File: src/sv/cbe_pkg.sv
// Shared types, constants and fixed-point helpers for the cubic Bezier easing unit.
// Holds the control-point table and coefficient derivation; no dependencies.
`timescale 1ns / 1ps
package cbe_pkg;

   localparam int FRAC_BITS         = 16;
   localparam int NEWTON_STEPS_DEF  = 10;
   localparam int NUM_CURVES_DEF    = 6;
   localparam int ROM_CURVES        = 6;

   localparam int SEL_W  = 3;
   localparam int X_W    = FRAC_BITS + 1;
   localparam int Y_W    = 19;
   localparam int VAL_W  = 24;
   localparam int QB     = 18;
   localparam int REM_W  = VAL_W + FRAC_BITS;
   localparam int CMP_W  = REM_W + 2;
   localparam int TS_W   = QB + 3;
   localparam int PROD_W = VAL_W + X_W + 1;

   typedef logic [SEL_W-1:0]         sel_type;
   typedef logic [X_W-1:0]           tq_type;
   typedef logic signed [VAL_W-1:0]  val_type;
   typedef logic signed [PROD_W-1:0] prod_type;
   typedef logic signed [Y_W-1:0]    y_type;

   localparam sel_type  SEL_LINEAR = sel_type'(5);
   localparam tq_type   ONE_X      = tq_type'(longint'(1) << FRAC_BITS);
   localparam val_type  ONE_V      = val_type'(longint'(1) << FRAC_BITS);
   localparam prod_type HALF_P     = prod_type'(longint'(1) << (FRAC_BITS - 1));

   typedef struct packed {
      sel_type sel;
      tq_type  x;
      tq_type  t;
      logic    pass;
   } item_type;

   typedef struct packed {
      val_type c1;
      val_type c2;
      val_type c3;
      val_type d2;
      val_type d3;
   } poly_type;

   // round half up, floor shift
   function automatic val_type fx_mul(val_type a, tq_type b);
      prod_type p;
      p = prod_type'(a) * prod_type'($signed({1'b0, b}));
      p = p + HALF_P;
      return val_type'(p >>> FRAC_BITS);
   endfunction

   function automatic val_type hund_to_q(int h);
      return val_type'((longint'(h) * (longint'(1) << FRAC_BITS) + 50) / 100);
   endfunction

   function automatic poly_type curve_poly(sel_type sel, logic ycoord);
      int       h1x, h1y, h2x, h2y;
      val_type  p1, p2;
      poly_type r;
      case (sel)
         sel_type'(0): begin h1x = 25; h1y = 10; h2x = 25;  h2y = 100; end
         sel_type'(1): begin h1x = 42; h1y = 0;  h2x = 58;  h2y = 100; end
         sel_type'(2): begin h1x = 42; h1y = 0;  h2x = 100; h2y = 100; end
         sel_type'(3): begin h1x = 0;  h1y = 0;  h2x = 58;  h2y = 100; end
         sel_type'(4): begin h1x = 0;  h1y = 0;  h2x = 0;   h2y = 125; end
         default:      begin h1x = 0;  h1y = 0;  h2x = 100; h2y = 100; end
      endcase
      p1 = ycoord ? hund_to_q(h1y) : hund_to_q(h1x);
      p2 = ycoord ? hund_to_q(h2y) : hund_to_q(h2x);
      r.c1 = val_type'(3 * p1);
      r.c2 = val_type'(3 * p2 - 6 * p1);
      r.c3 = val_type'(ONE_V + 3 * p1 - 3 * p2);
      r.d2 = val_type'(2 * r.c2);
      r.d3 = val_type'(3 * r.c3);
      return r;
   endfunction

endpackage

File: src/sv/cbe_y_eval.sv
// Evaluates By(t) in Horner stages, saturates it and selects the end-point bypass.
// Depends on cbe_pkg.
`timescale 1ns / 1ps
module cbe_y_eval (
   input  logic              clock,
   input  logic              reset,
   input  logic              en,
   input  logic              in_valid,
   input  cbe_pkg::item_type in_item,
   output logic              out_valid,
   output cbe_pkg::y_type    out_y
);
   import cbe_pkg::*;

   logic     vld_ff [4];
   item_type it_ff  [3];
   val_type  a1_ff, a2_ff, y3_ff;
   y_type    y_ff;
   poly_type py1, py2;
   val_type  ysat;

   assign py1 = curve_poly(in_item.sel, 1'b1);
   assign py2 = curve_poly(it_ff[0].sel, 1'b1);

   always_comb begin
      if (y3_ff < -ONE_V)           ysat = -ONE_V;
      else if (y3_ff > 2 * ONE_V)   ysat = val_type'(2 * ONE_V);
      else                          ysat = y3_ff;
   end

   always_ff @(posedge clock) begin
      if (reset) begin
         for (int i = 0; i < 4; i++) vld_ff[i] <= 1'b0;
      end else if (en) begin
         vld_ff[0] <= in_valid;
         for (int i = 1; i < 4; i++) vld_ff[i] <= vld_ff[i-1];
      end
   end

   always_ff @(posedge clock) begin
      if (en) begin
         it_ff[0] <= in_item;
         it_ff[1] <= it_ff[0];
         it_ff[2] <= it_ff[1];
         a1_ff <= val_type'(fx_mul(py1.c3, in_item.t) + py1.c2);
         a2_ff <= val_type'(fx_mul(a1_ff, it_ff[0].t) + py2.c1);
         y3_ff <= fx_mul(a2_ff, it_ff[1].t);
         y_ff  <= it_ff[2].pass ? y_type'({1'b0, it_ff[2].x}) : y_type'(ysat);
      end
   end

   assign out_valid = vld_ff[3];
   assign out_y     = y_ff;

endmodule

File: config.mk
export PLATFORM = sky130hd
export DESIGN_NAME = cbe_y_eval
export DESIGN_NICKNAME = d
export VERILOG_FILES = /design/src/sv/cbe_pkg.sv /design/src/sv/cbe_y_eval.sv
export SDC_FILE = /design/constraint.sdc
export NUM_CORES = 2
export LEC_CHECK = 0
export BUFFER_PORTS_ARGS = -buffer_cell sky130_fd_sc_hd__buf_2
export CAP_MARGIN = 20
export CORE_MARGIN = 2
export CORE_UTILIZATION = 51
export CTS_CLUSTER_SIZE = 14
export DETAILED_ROUTE_END_ITERATION = 10
export GPL_TIMING_DRIVEN = 0
export PLACE_DENSITY = 0.69
export SYNTH_ARGS = -nofsm -noshare
export SYNTH_HDL_FRONTEND = slang
export SYNTH_SLANG_ARGS = --single-unit
export TNS_END_PERCENT = 30
File: constraint.sdc
create_clock -name clock -period 11.8 [get_ports clock]
set_input_delay 2.36 -clock clock [delete_from_list [all_inputs] [get_ports clock]]
set_output_delay 2.36 -clock clock [all_outputs]
set_load 0.01 [all_outputs]
==> flow_metrics.env <==
export IMPL_hold_ws_ns=0.417
export IMPL_slew_viol_final=0
export IMPL_met1_length_um=44300
export IMPL_boundaryPins=62
export IMPL_hpwlAfterDp_um=91400
export IMPL_grt_total_usage_pct=25.5
export IMPL_clockBufferDepth=2
export IMPL_die_y_um=299
export IMPL_slowest_stage="clkbuf_1"
export IMPL_worst_pin_slew_ns=1.08
export IMPL_netlist_area_sq_mm=0.0443
export IMPL_placed_cells_incl_taps=5702
export IMPL_relSlewSlack_pct=27.2
export IMPL_core_area_sq_mm=0.0863
export IMPL_path_clk_slew_ns=0.09
export IMPL_ant_nets=0
export IMPL_dr_pass1_iters=10
export IMPL_nets=6007
export IMPL_wl_met3_um=8260
export IMPL_syn_area_per_cell_sq_um=9.90
export IMPL_wl_per_cell_um=18.5
export IMPL_die_area_sq_mm=0.0892
export IMPL_finalCritPeriodShare_pct=95.3
export IMPL_skew_ns=0.0257
export IMPL_setup_viol=0
export IMPL_clock_latency_ns=0.51
export IMPL_cts_tree="yes"
export IMPL_cp_end_kind="flop"
export IMPL_via_count=29900
export IMPL_max_freq_mhz=88.9
export IMPL_wl_um=106000
export IMPL_pre_cts_ws_ns=-0.912
export IMPL_gp_congestion=0.958
export IMPL_portBuffers=61
export IMPL_ys_seq_elements=186
export IMPL_highest_layer="met5"
export IMPL_synth_edf_count=186
export IMPL_cts_hold_buf=0
export IMPL_start_util_pct=51.3
export IMPL_antenna_found_initial=7
export IMPL_numCtsBuffers=17
export IMPL_wl_met2_um=49800
export IMPL_fin_ws_ns=0.550
export IMPL_instances_no_fill=5739
export IMPL_cts_root_buf="clkbuf_16"
export IMPL_htreeDepth=4
export IMPL_yosys_top_cells_area="fa_1 (45%), edfxtp_1 (13%), ha_1 (12%)"
export IMPL_worstSetupPathType="primary input to flop"
export IMPL_die_w_um=299
export IMPL_cts_setup_buffers=0
export IMPL_drc=0
export IMPL_drive_above_1_share_pct=3.19
export IMPL_grt_pass1_vias=32900
export IMPL_via_per_inst=5.21
export IMPL_period_minus_slack_ns=11.25
export IMPL_clkSinkCount=186
export IMPL_grt_pass1_wl_um=177000
export IMPL_yosysTopAreaCell="fa_1"
export IMPL_synthTopCellsByCount="inv_1 (1205), fa_1 (984), nand2_1 (531), ha_1 (415), and2_1 (361)"
export IMPL_hold_class="flop to flop"
export IMPL_cp_slowest_stage_delay_ns=0.58
export IMPL_rows=108
export IMPL_synthFlopType="edfxtp_1"
export IMPL_maxCapViolCount=0
export IMPL_synth_top_area_share_pct=44.5
export IMPL_grt_overflow_total=0
export IMPL_area_growth_pct=5.80
export IMPL_synth_seq_area_share_pct=12.6
export IMPL_grt_start_max_net_pins=100
export IMPL_cp_data_arrival_time_ns=11.51
export IMPL_path_common_cell="fa_1"
export IMPL_critPathLaunchType="primary input"
export IMPL_synth_cell_type_count=84
export IMPL_final_hold_viol_count=0
export IMPL_r2r_setup_slack_ns=2.48
export IMPL_cp_max_fo=10
export IMPL_yosysMostFrequentCell="inv_1"
export IMPL_final_core_util_pct=54.2
export IMPL_status="completed"
export IMPL_drt_iter0_drc=2051
export IMPL_postSynthCellCount=4469
export IMPL_worstPathRequired_ns=12.06
export IMPL_ys_warnings_count=0
export IMPL_ys_async_sr_fraction_pct=0
-- worst max-delay path: cells and delay by family --
family | cells | cell delay [ns]
XOR/XNOR | 3 | 0.40
AO/OA/AOI/OAI | 10 | 1.99
adder cells (fa/ha/maj) | 9 | 4.11
buffers and inverters | 7 | 1.88
AND/OR/NAND/NOR | 6 | 0.72
-- cells by family after synthesis --
group	count (synthesis)	synth area share (%)
AOI/OAI and AO/OA	280	4.45
xor gates and xnor gates	145	2.90
adders and majority gates	1399	56.2
buffers and inverters	1339	11.4
DFF	186	12.6
muxes	4	0.105
other	2	0.0170
and+or+nand+nor	1114	12.3
-- area by class of cell --
cell class / count / area, sq um
Antenna cell: 5 / 12.5
Clock buffer: 17 / 425
Timing Repair Buffer: 63 / 358
Clock inverter: 15 / 225
Inverter: 1205 / 4520
Tap cell: 1155 / 1450
Fill cell: 7611 / 39500
Sequential cell: 186 / 5590
Buffer: 134 / 512
Multi-Input combinational cell: 2959 / 33700
-- stage by stage --
step           TNS (ns)  area [sq um]
2_1_floorplan         0         44300
3_3_place_gp      -6.27         46100
3_5_place_dp      -6.49         46100
4_1_cts               0         46800
5_1_grt         -0.0104         46800
6_report              0         46800
-- registers in the layout, summed over array words and instances (netlist names) --
signal,cells
it_ff,91
a1_ff,24
a2_ff,24
y3_ff,24
out_y,19
vld_ff,4
-- repair_timing --
action	CTS	global route
pin swaps	0	0
setup endpoints to repair	6	9
resized for setup	2	9
-- cell usage in the layout, fill, tap and decap left out, drive strengths merged, types with 13 or more instances in the layout --
master | Yosys | routed
a21o | 38 | 38
a21oi | 85 | 85
a22o | 16 | 16
and2 | 362 | 362
and3 | 13 | 13
buf | 2 | 66
clkbuf | 132 | 148
conb | 2 | 17
edfxtp | 186 | 186
fa | 984 | 984
ha | 415 | 415
inv | 1205 | 1213
nand2 | 531 | 531
nand2b | 16 | 16
nand3 | 22 | 22
nand4 | 19 | 19
nor2 | 74 | 74
nor2b | 22 | 22
nor3 | 23 | 23
o21a | 14 | 14
o21ai | 44 | 44
o21bai | 14 | 14
xnor2 | 101 | 101
xor2 | 44 | 44
-- path summary, 6_finish.rpt --
check	startpoint	end	depth (start not counted)
max	in_item[37]	a1_ff[23]	35
min	it_ff[0][19]	it_ff[0][57]	0
max reg2reg	it_ff[0][11]	a2_ff[22]	27
min reg2reg	it_ff[0][19]	it_ff[0][57]	0
-- routing by layer --
layer | vias up | global-route usage, %
li1 | 13500 | -
met1 | 15200 | 34.5
met2 | 1038 | 41.7
met3 | 225 | 4.62
met4 | 4 | 8.44
met5 | - | 0
Power is not shown: default switching activity piles up to over one toggle a cycle in this logic, so the estimate is an artifact.
