$ cat src/sv/cbe_pkg.sv
// Shared types, constants and fixed-point helpers for the cubic Bezier easing unit.
// Holds the control-point table and coefficient derivation; no dependencies.
`timescale 1ns / 1ps
package cbe_pkg;

   localparam int FRAC_BITS         = 16;
   localparam int NEWTON_STEPS_DEF  = 10;
   localparam int NUM_CURVES_DEF    = 6;
   localparam int ROM_CURVES        = 6;

   localparam int SEL_W  = 3;
   localparam int X_W    = FRAC_BITS + 1;
   localparam int Y_W    = 19;
   localparam int VAL_W  = 24;
   localparam int QB     = 18;
   localparam int REM_W  = VAL_W + FRAC_BITS;
   localparam int CMP_W  = REM_W + 2;
   localparam int TS_W   = QB + 3;
   localparam int PROD_W = VAL_W + X_W + 1;

   typedef logic [SEL_W-1:0]         sel_type;
   typedef logic [X_W-1:0]           tq_type;
   typedef logic signed [VAL_W-1:0]  val_type;
   typedef logic signed [PROD_W-1:0] prod_type;
   typedef logic signed [Y_W-1:0]    y_type;

   localparam sel_type  SEL_LINEAR = sel_type'(5);
   localparam tq_type   ONE_X      = tq_type'(longint'(1) << FRAC_BITS);
   localparam val_type  ONE_V      = val_type'(longint'(1) << FRAC_BITS);
   localparam prod_type HALF_P     = prod_type'(longint'(1) << (FRAC_BITS - 1));

   typedef struct packed {
      sel_type sel;
      tq_type  x;
      tq_type  t;
      logic    pass;
   } item_type;

   typedef struct packed {
      val_type c1;
      val_type c2;
      val_type c3;
      val_type d2;
      val_type d3;
   } poly_type;

   // round half up, floor shift
   function automatic val_type fx_mul(val_type a, tq_type b);
      prod_type p;
      p = prod_type'(a) * prod_type'($signed({1'b0, b}));
      p = p + HALF_P;
      return val_type'(p >>> FRAC_BITS);
   endfunction

   function automatic val_type hund_to_q(int h);
      return val_type'((longint'(h) * (longint'(1) << FRAC_BITS) + 50) / 100);
   endfunction

   function automatic poly_type curve_poly(sel_type sel, logic ycoord);
      int       h1x, h1y, h2x, h2y;
      val_type  p1, p2;
      poly_type r;
      case (sel)
         sel_type'(0): begin h1x = 25; h1y = 10; h2x = 25;  h2y = 100; end
         sel_type'(1): begin h1x = 42; h1y = 0;  h2x = 58;  h2y = 100; end
         sel_type'(2): begin h1x = 42; h1y = 0;  h2x = 100; h2y = 100; end
         sel_type'(3): begin h1x = 0;  h1y = 0;  h2x = 58;  h2y = 100; end
         sel_type'(4): begin h1x = 0;  h1y = 0;  h2x = 0;   h2y = 125; end
         default:      begin h1x = 0;  h1y = 0;  h2x = 100; h2y = 100; end
      endcase
      p1 = ycoord ? hund_to_q(h1y) : hund_to_q(h1x);
      p2 = ycoord ? hund_to_q(h2y) : hund_to_q(h2x);
      r.c1 = val_type'(3 * p1);
      r.c2 = val_type'(3 * p2 - 6 * p1);
      r.c3 = val_type'(ONE_V + 3 * p1 - 3 * p2);
      r.d2 = val_type'(2 * r.c2);
      r.d3 = val_type'(3 * r.c3);
      return r;
   endfunction

endpackage

$ cat src/sv/cbe_skid_out.sv
// Output register with one skid word; its fill state stalls the pipeline.
// Depends on cbe_pkg.
`timescale 1ns / 1ps
module cbe_skid_out (
   input  logic           clock,
   input  logic           reset,
   input  logic           in_valid,
   input  cbe_pkg::y_type in_y,
   output logic           en,
   output logic           rsp_valid,
   input  logic           rsp_ready,
   output cbe_pkg::y_type rsp_eased_y
);
   import cbe_pkg::*;

   logic  out_vld_ff, skid_vld_ff;
   y_type out_y_ff, skid_y_ff;
   logic  take, pop;

   assign en   = !skid_vld_ff;
   assign take = en && in_valid;
   assign pop  = out_vld_ff && rsp_ready;

   always_ff @(posedge clock) begin
      if (reset) begin
         out_vld_ff  <= 1'b0;
         skid_vld_ff <= 1'b0;
      end else if (!out_vld_ff || pop) begin
         if (skid_vld_ff) begin
            out_vld_ff  <= 1'b1;
            skid_vld_ff <= 1'b0;
         end else begin
            out_vld_ff <= take;
         end
      end else if (take) begin
         skid_vld_ff <= 1'b1;
      end
   end

   always_ff @(posedge clock) begin
      if (!out_vld_ff || pop) begin
         out_y_ff <= skid_vld_ff ? skid_y_ff : in_y;
      end else if (take) begin
         skid_y_ff <= in_y;
      end
   end

   assign rsp_valid   = out_vld_ff;
   assign rsp_eased_y = out_y_ff;

   a_skid_needs_out: assert property (@(posedge clock) disable iff (reset)
      skid_vld_ff |-> out_vld_ff) else $error("skid word without output word");
   a_skid_fill: assert property (@(posedge clock) disable iff (reset)
      $rose(skid_vld_ff) |-> $past(out_vld_ff && !rsp_ready))
      else $error("skid filled while output free");
   a_skid_drain: assert property (@(posedge clock) disable iff (reset)
      pop && skid_vld_ff |=> out_vld_ff && !skid_vld_ff)
      else $error("skid word not moved to output");

endmodule
$ cat config.mk
export PLATFORM = sky130hd
export DESIGN_NAME = cbe_skid_out
export DESIGN_NICKNAME = d
export VERILOG_FILES = /design/src/sv/cbe_pkg.sv /design/src/sv/cbe_skid_out.sv
export SDC_FILE = /design/constraint.sdc
export NUM_CORES = 1
export LEC_CHECK = 0
export BUFFER_PORTS_ARGS = -buffer_cell sky130_fd_sc_hd__clkbuf_2
export CORE_MARGIN = 2
export CORE_UTILIZATION = 40
export CTS_CLUSTER_DIAMETER = 150
export DETAILED_ROUTE_END_ITERATION = 12
export PLACE_DENSITY = 0.7
export SYNTH_ARGS = -nofsm -noshare
export SYNTH_HDL_FRONTEND = slang
export SYNTH_SLANG_ARGS = --single-unit
$ cat constraint.sdc
create_clock -name clock -period 4.2 [get_ports clock]
set_input_delay 0.63 -clock clock [delete_from_list [all_inputs] [get_ports clock]]
set_output_delay 0.63 -clock clock [all_outputs]
set_load 0.05 [all_outputs]
==> results of run 1 <==
[worst reg2reg max path, delay by kind of cell (launching register included)]
family | cells | cell delay (ns)
buf+inv | 1 | 0.33
flops | 1 | 0.36
simple gates | 2 | 1.29
[logic make-up after synthesis]
kind of cell | count (synthesis) | synth area share, %
muxes | 19 | 14.8
DFF | 40 | 81.5
AOI/OAI and AO/OA | 1 | 0.345
and+or+nand+nor | 4 | 1.55
buffers and inverters | 3 | 1.81
[layout by cell type, fill, tap and decap left out]
| cell | n |
|---|---|
| nor3b_2 | 1 |
| dfxtp_1 | 2 |
| buf_4 | 1 |
| clkbuf_8 | 2 |
| clkbuf_2 | 43 |
| nor2_1 | 1 |
| inv_1 | 1 |
| nor3_1 | 1 |
| mux2_2 | 19 |
| edfxtp_1 | 38 |
| nand2b_1 | 1 |
| clkbuf_4 | 5 |
| a21oi_1 | 1 |
| bufinv_16 | 1 |
[report_power, final]
part	switching [µW]	internal, µW
Sequential	6.92	458
Clock	118	158
Combinational	72.5	27.0
Total	198	644
[cell usage after synthesis]
cell | n | area [µm²]
edfxtp_1 | 38 | 1140
inv_1 | 1 | 3.75
nor2_1 | 1 | 3.75
nor3b_1 | 1 | 7.51
nor3_1 | 1 | 5.00
nand2b_1 | 1 | 6.26
a21oi_1 | 1 | 5.00
buf_6 | 2 | 22.5
mux2_2 | 19 | 214
dfxtp_1 | 2 | 40.0
[path summary, 6_finish.rpt]
path	from	endpoint	slack [ns]	cells after the start
max reg2reg	rsp_valid	skid_y_ff[10]	1.93	3
min reg2reg	skid_y_ff[10]	rsp_eased_y[10]	0.55	1
max	rsp_ready	skid_y_ff[10]	1.86	4
min	reset	rsp_valid	0.45	2
[state kept, by name, summed over array words and instances, names as in the netlist]
name,cells
rsp_valid,1
skid_y_ff,19
skid_vld_ff,1
rsp_eased_y,19
[metal layers]
layer	wire, µm	global-route usage, %
met5	0	0
met4	27	6.38
met3	206	3.87
met2	968	16.8
met1	1090	17.3
[area by class of cell]
class,instances,share of cell area (%)
multi-input cells,24,13.6
inverters,1,0.208
well taps,46,3.19
clock inverters,1,1.66
repair buffers,44,12.3
flip-flops and latches,40,65.4
clock buffers,7,3.60
[stage by stage]
stage	worst slack (ns)	instance area, µm²	power, µW
global route	1.60	1810	874
global placement	1.59	1710	573
detailed placement	1.46	1710	575
floorplan	1.02	1450	545
CTS	1.81	1810	849
finish	1.86	1810	841
==> results.cfg, run 1 <==
[sta]
final-hold-violation-count = 0
fin_crit_sh_pct = 55.7
setup_violations = 0
slew_headroom_pct = 33.7
hold_slack_ns = 0.450
final.min_clock_period_ns = 2.34
tns_ns = 0
rsz0062_at_grt = false
fmax_mhz = 427
skew_ns = 0.0142
slew_violations = 0
worst_slew_pin_slew_ns = 0.994

[routing]
ant_nets = 0
route.detailed.drc = 0
vias_per_cell = 4.72
wl_um = 2290
drt_iter0_markers = 43
dr.pass1.iters = 4
vias = 769
post_drt_wl_per_cell_um = 14.1

[floorplanning]
num_rows = 21
die_w_um = 64.2
dieArea_um2 = 4120
io_pins = 44
start_util_pct = 42.4
fp.dieH_um = 64.2
core_area_um2 = 3420

[placed_design]
port_buffers = 43
placed_cells = 155
gp_congestion = 0.692
hpwlAfterDp_um = 1570

[global_routing]
grt_pass1_wl_um = 3670
grt_overflow = 0
antenna_found_initial = 0
grt_pass1_vias = 763
grt_max_degree = 23
grtUsageTotal_pct = 12.2

[layout]
area_delta_synth_final_pct = 24.7
multi_input_area_um2 = 246
nNetsFinal = 139
num_antenna_cells = 0
fill_cells = 298
drive_gt1_share_pct = 61.5
regArea_um2 = 1180
finalNonFillerCells = 163
fin_util_pct = 52.9

[critical_path]
max_stage_delay_ns = 0.75
path_delay_family = simple AND/OR/NAND/NOR gates
critPathLaunchType = input port
cpMaxStageDelayCell = nor3b_2
worstPathArrival_ns = 2.38
worst-endpoint-required_ns = 4.24
path_buf_inv = 2
crit_type = input port to register
path_max_fanout = 22
crit_chain = clkbuf_2 > nand2b_1 > nor3b_2 > buf_4
worst_setup_path_end_kind = register

[logic_synthesis]
ys.warnings.count = 0
synth_cell_types = 10
ys_seq_area_share_pct = 81.5
synth_area_um2 = 1450
avgSynthCellArea_um2 = 21.6
synthCells = 67
syn-num-nets = 90
synth-seq-cells = 40

[clocking]
clkSinkCount = 40
cts_buffer_depth = 2
cts_buffers = 5
htreeDepth = 2
post_cts_buffers = 0
cts.repair.resized = 0
cts-root-buf = clkbuf_4
cts_tree = done
clkSlewWorstSetupHoldPaths_ns = 0.12
cts_hold_buf = 0
clock_latency_ns = 0.34

[min_path]
holdCritPathClass = input port to register

[power]
p_leak_uw = 0.000699
power_density_nw_per_um2 = 466
max-vdd-ir-drop_v = 0.000302

[run_status]
status = finished, final reports clean

[job]
maxCapViolCount = 0
(Power assumes the default switching activity.)
==> inputs of run 2 (changes only) <==
- clock period: 4.2 -> 2.4 ns (I/O delays scaled with it)
==> run 2 against run 1 <==
Power increased by 53%. Final area decreased by 1.5%. First-iteration DRC count decreased by 47%. Worst setup slack got worse by 1.2 ns. Sequential cell count unchanged. Final cell count increased by 0.61%. Combinational power increased by 81%. Sequential share of layout area increased by 1.0 points. Highest routed layer unchanged.
==> results.cfg, run 2 (synthesized netlist as in run 1, its figures left out) <==
[critical_path]
worst-endpoint-required_ns = 2.04
reg2regPathDepth = 3
max_stage_delay_ns = 0.39
path_max_fanout = 21
crit_chain = buf_4 > inv_1 > clkbuf_2
worstPathArrival_ns = 1.37
reg2reg_to = skid_y_ff[15]
path_delay_family = buffers and inverters
crit_type = register to output port
critPathLaunchType = register
path_buf_inv = 3
r2r_slack_ns = 0.92
r2r_start = rsp_valid
cpMaxStageDelayCell = dfxtp_1
worst_setup_path_end_kind = output port

[floorplanning]
start_util_pct = 42.4
fp.dieH_um = 64.2
dieArea_um2 = 4120
num_rows = 21
io_pins = 44
die_w_um = 64.2
core_area_um2 = 3420

[global_routing]
grt_pass1_wl_um = 3670
antenna_found_initial = 0
grt_max_degree = 22
grt_pass1_vias = 762
grt_overflow = 0
grtUsageTotal_pct = 12.3

[sta]
final-hold-violation-count = 0
fmax_mhz = 580
final.min_clock_period_ns = 1.73
hold_slack_ns = 0.184
tns_ns = 0
fin_crit_sh_pct = 71.9
worst_slew_pin_slew_ns = 0.442
slew_headroom_pct = 70.5
skew_ns = 0.00389
slew_violations = 0
rsz0062_at_grt = false
setup_violations = 0

[min_path]
holdCritPathClass = input port to register
holdPathEnd = rsp_valid
hold_depth = 2
hold_start = reset

[job]
maxCapViolCount = 0

[power]
clkPwrFrac_pct = 23.1
power.share.switching_pct = 25.6
power.internal_uw = 959
pwr-share-comb_pct = 14.0
power_density_nw_per_um2 = 724
power_frac_seq_pct = 63.0
power.switching_uw = 329
max-vdd-ir-drop_v = 0.000332
p_leak_uw = 0.000686

[placed_design]
gp_congestion = 0.721
placed_cells = 157
place_area_um2 = 1730
hpwlAfterDp_um = 1570
port_buffers = 43

[routing]
dr.pass1.iters = 4
ant_nets = 0
wl_um = 2280
post_drt_wl_per_cell_um = 13.9
route.detailed.drc = 0
vias = 745
vias_per_cell = 4.54
drt_iter0_markers = 23

[clocking]
cts_hold_buf = 0
clkSinkCount = 40
cts_buffer_depth = 2
cts_buffers = 5
cts.repair.resized = 0
htreeDepth = 2
cts-root-buf = clkbuf_4
cts_tree = done
post_cts_buffers = 0
clock_latency_ns = 0.33
clkSlewWorstSetupHoldPaths_ns = 0.10

[layout]
final_cell_mix = clkbuf_2 (43), edfxtp_1 (38), mux2_2 (19)
fill_cells = 302
area_delta_synth_final_pct = 22.8
finalNonFillerCells = 164
drive_gt1_share_pct = 61.0
fin_util_pct = 52.1
final_common_cell = clkbuf_2
design_area_um2 = 1780
num_antenna_cells = 0
nNetsFinal = 141

[run_status]
status = finished, final reports clean
==> run 2: cell types whose count changed in the layout (fill, tap and decap cells not counted) <==
cell       previous run  this run
buf_4                 1         3
clkbuf_8              2         0
bufinv_16             1         0
clkbuf_1              0         1
clkinv_2              0         1
nor3b_2               1         0
nor3b_4               0         1
==> run 2: layout make-up <==
| type | count | area [µm²] | share of cell area (%) |
|---|---|---|---|
| clock buffers | 6 | 41.3 | 2.32 |
| clock inverters | 1 | 5.00 | 0.281 |
| inverters | 1 | 3.75 | 0.211 |
| multi-input cells | 24 | 253 | 14.2 |
| well taps | 46 | 57.6 | 3.23 |
| flip-flops and latches | 40 | 1180 | 66.4 |
| repair buffers | 46 | 238 | 13.4 |
==> run 2: power groups by stage <==
stage	Clock [µW]	Combinational [µW]	Sequential, µW
global placement	0	180	826
global route	338	188	815
detailed placement	0	181	827
CTS	313	182	812
floorplan	0	34.0	921
finish	297	180	811
==> run 2: worst max-delay path by stage <==
stage | slack, ns | endpoint | cells past startpoint | startpoint
detailed placement | 0.72 | skid_y_ff[9] | 4 | rsp_ready
CTS | 0.64 | en | 3 | skid_vld_ff
global placement | 0.77 | skid_y_ff[15] | 4 | rsp_ready
floorplan | 0.11 | skid_y_ff[0] | 2 | rsp_valid
global route | 0.56 | en | 3 | skid_vld_ff
finish | 0.67 | en | 3 | skid_vld_ff
==> run 2: per-stage QoR <==
stage / power, µW / setup slack (ns)
2_1_floorplan: 955 / 0.111
3_3_place_gp: 1010 / 0.773
3_5_place_dp: 1010 / 0.722
4_1_cts: 1310 / 0.639
5_1_grt: 1340 / 0.555
6_report: 1290 / 0.675
==> run 2: metal layers <==
| metal | track usage (%) | part of all wire, % |
|---|---|---|
| met2 | 18.4 | 43 |
| met5 | 0 | 0 |
| met4 | 3.99 | 1.4 |
| met1 | 15.8 | 48 |
| met3 | 5.99 | 8.4 |
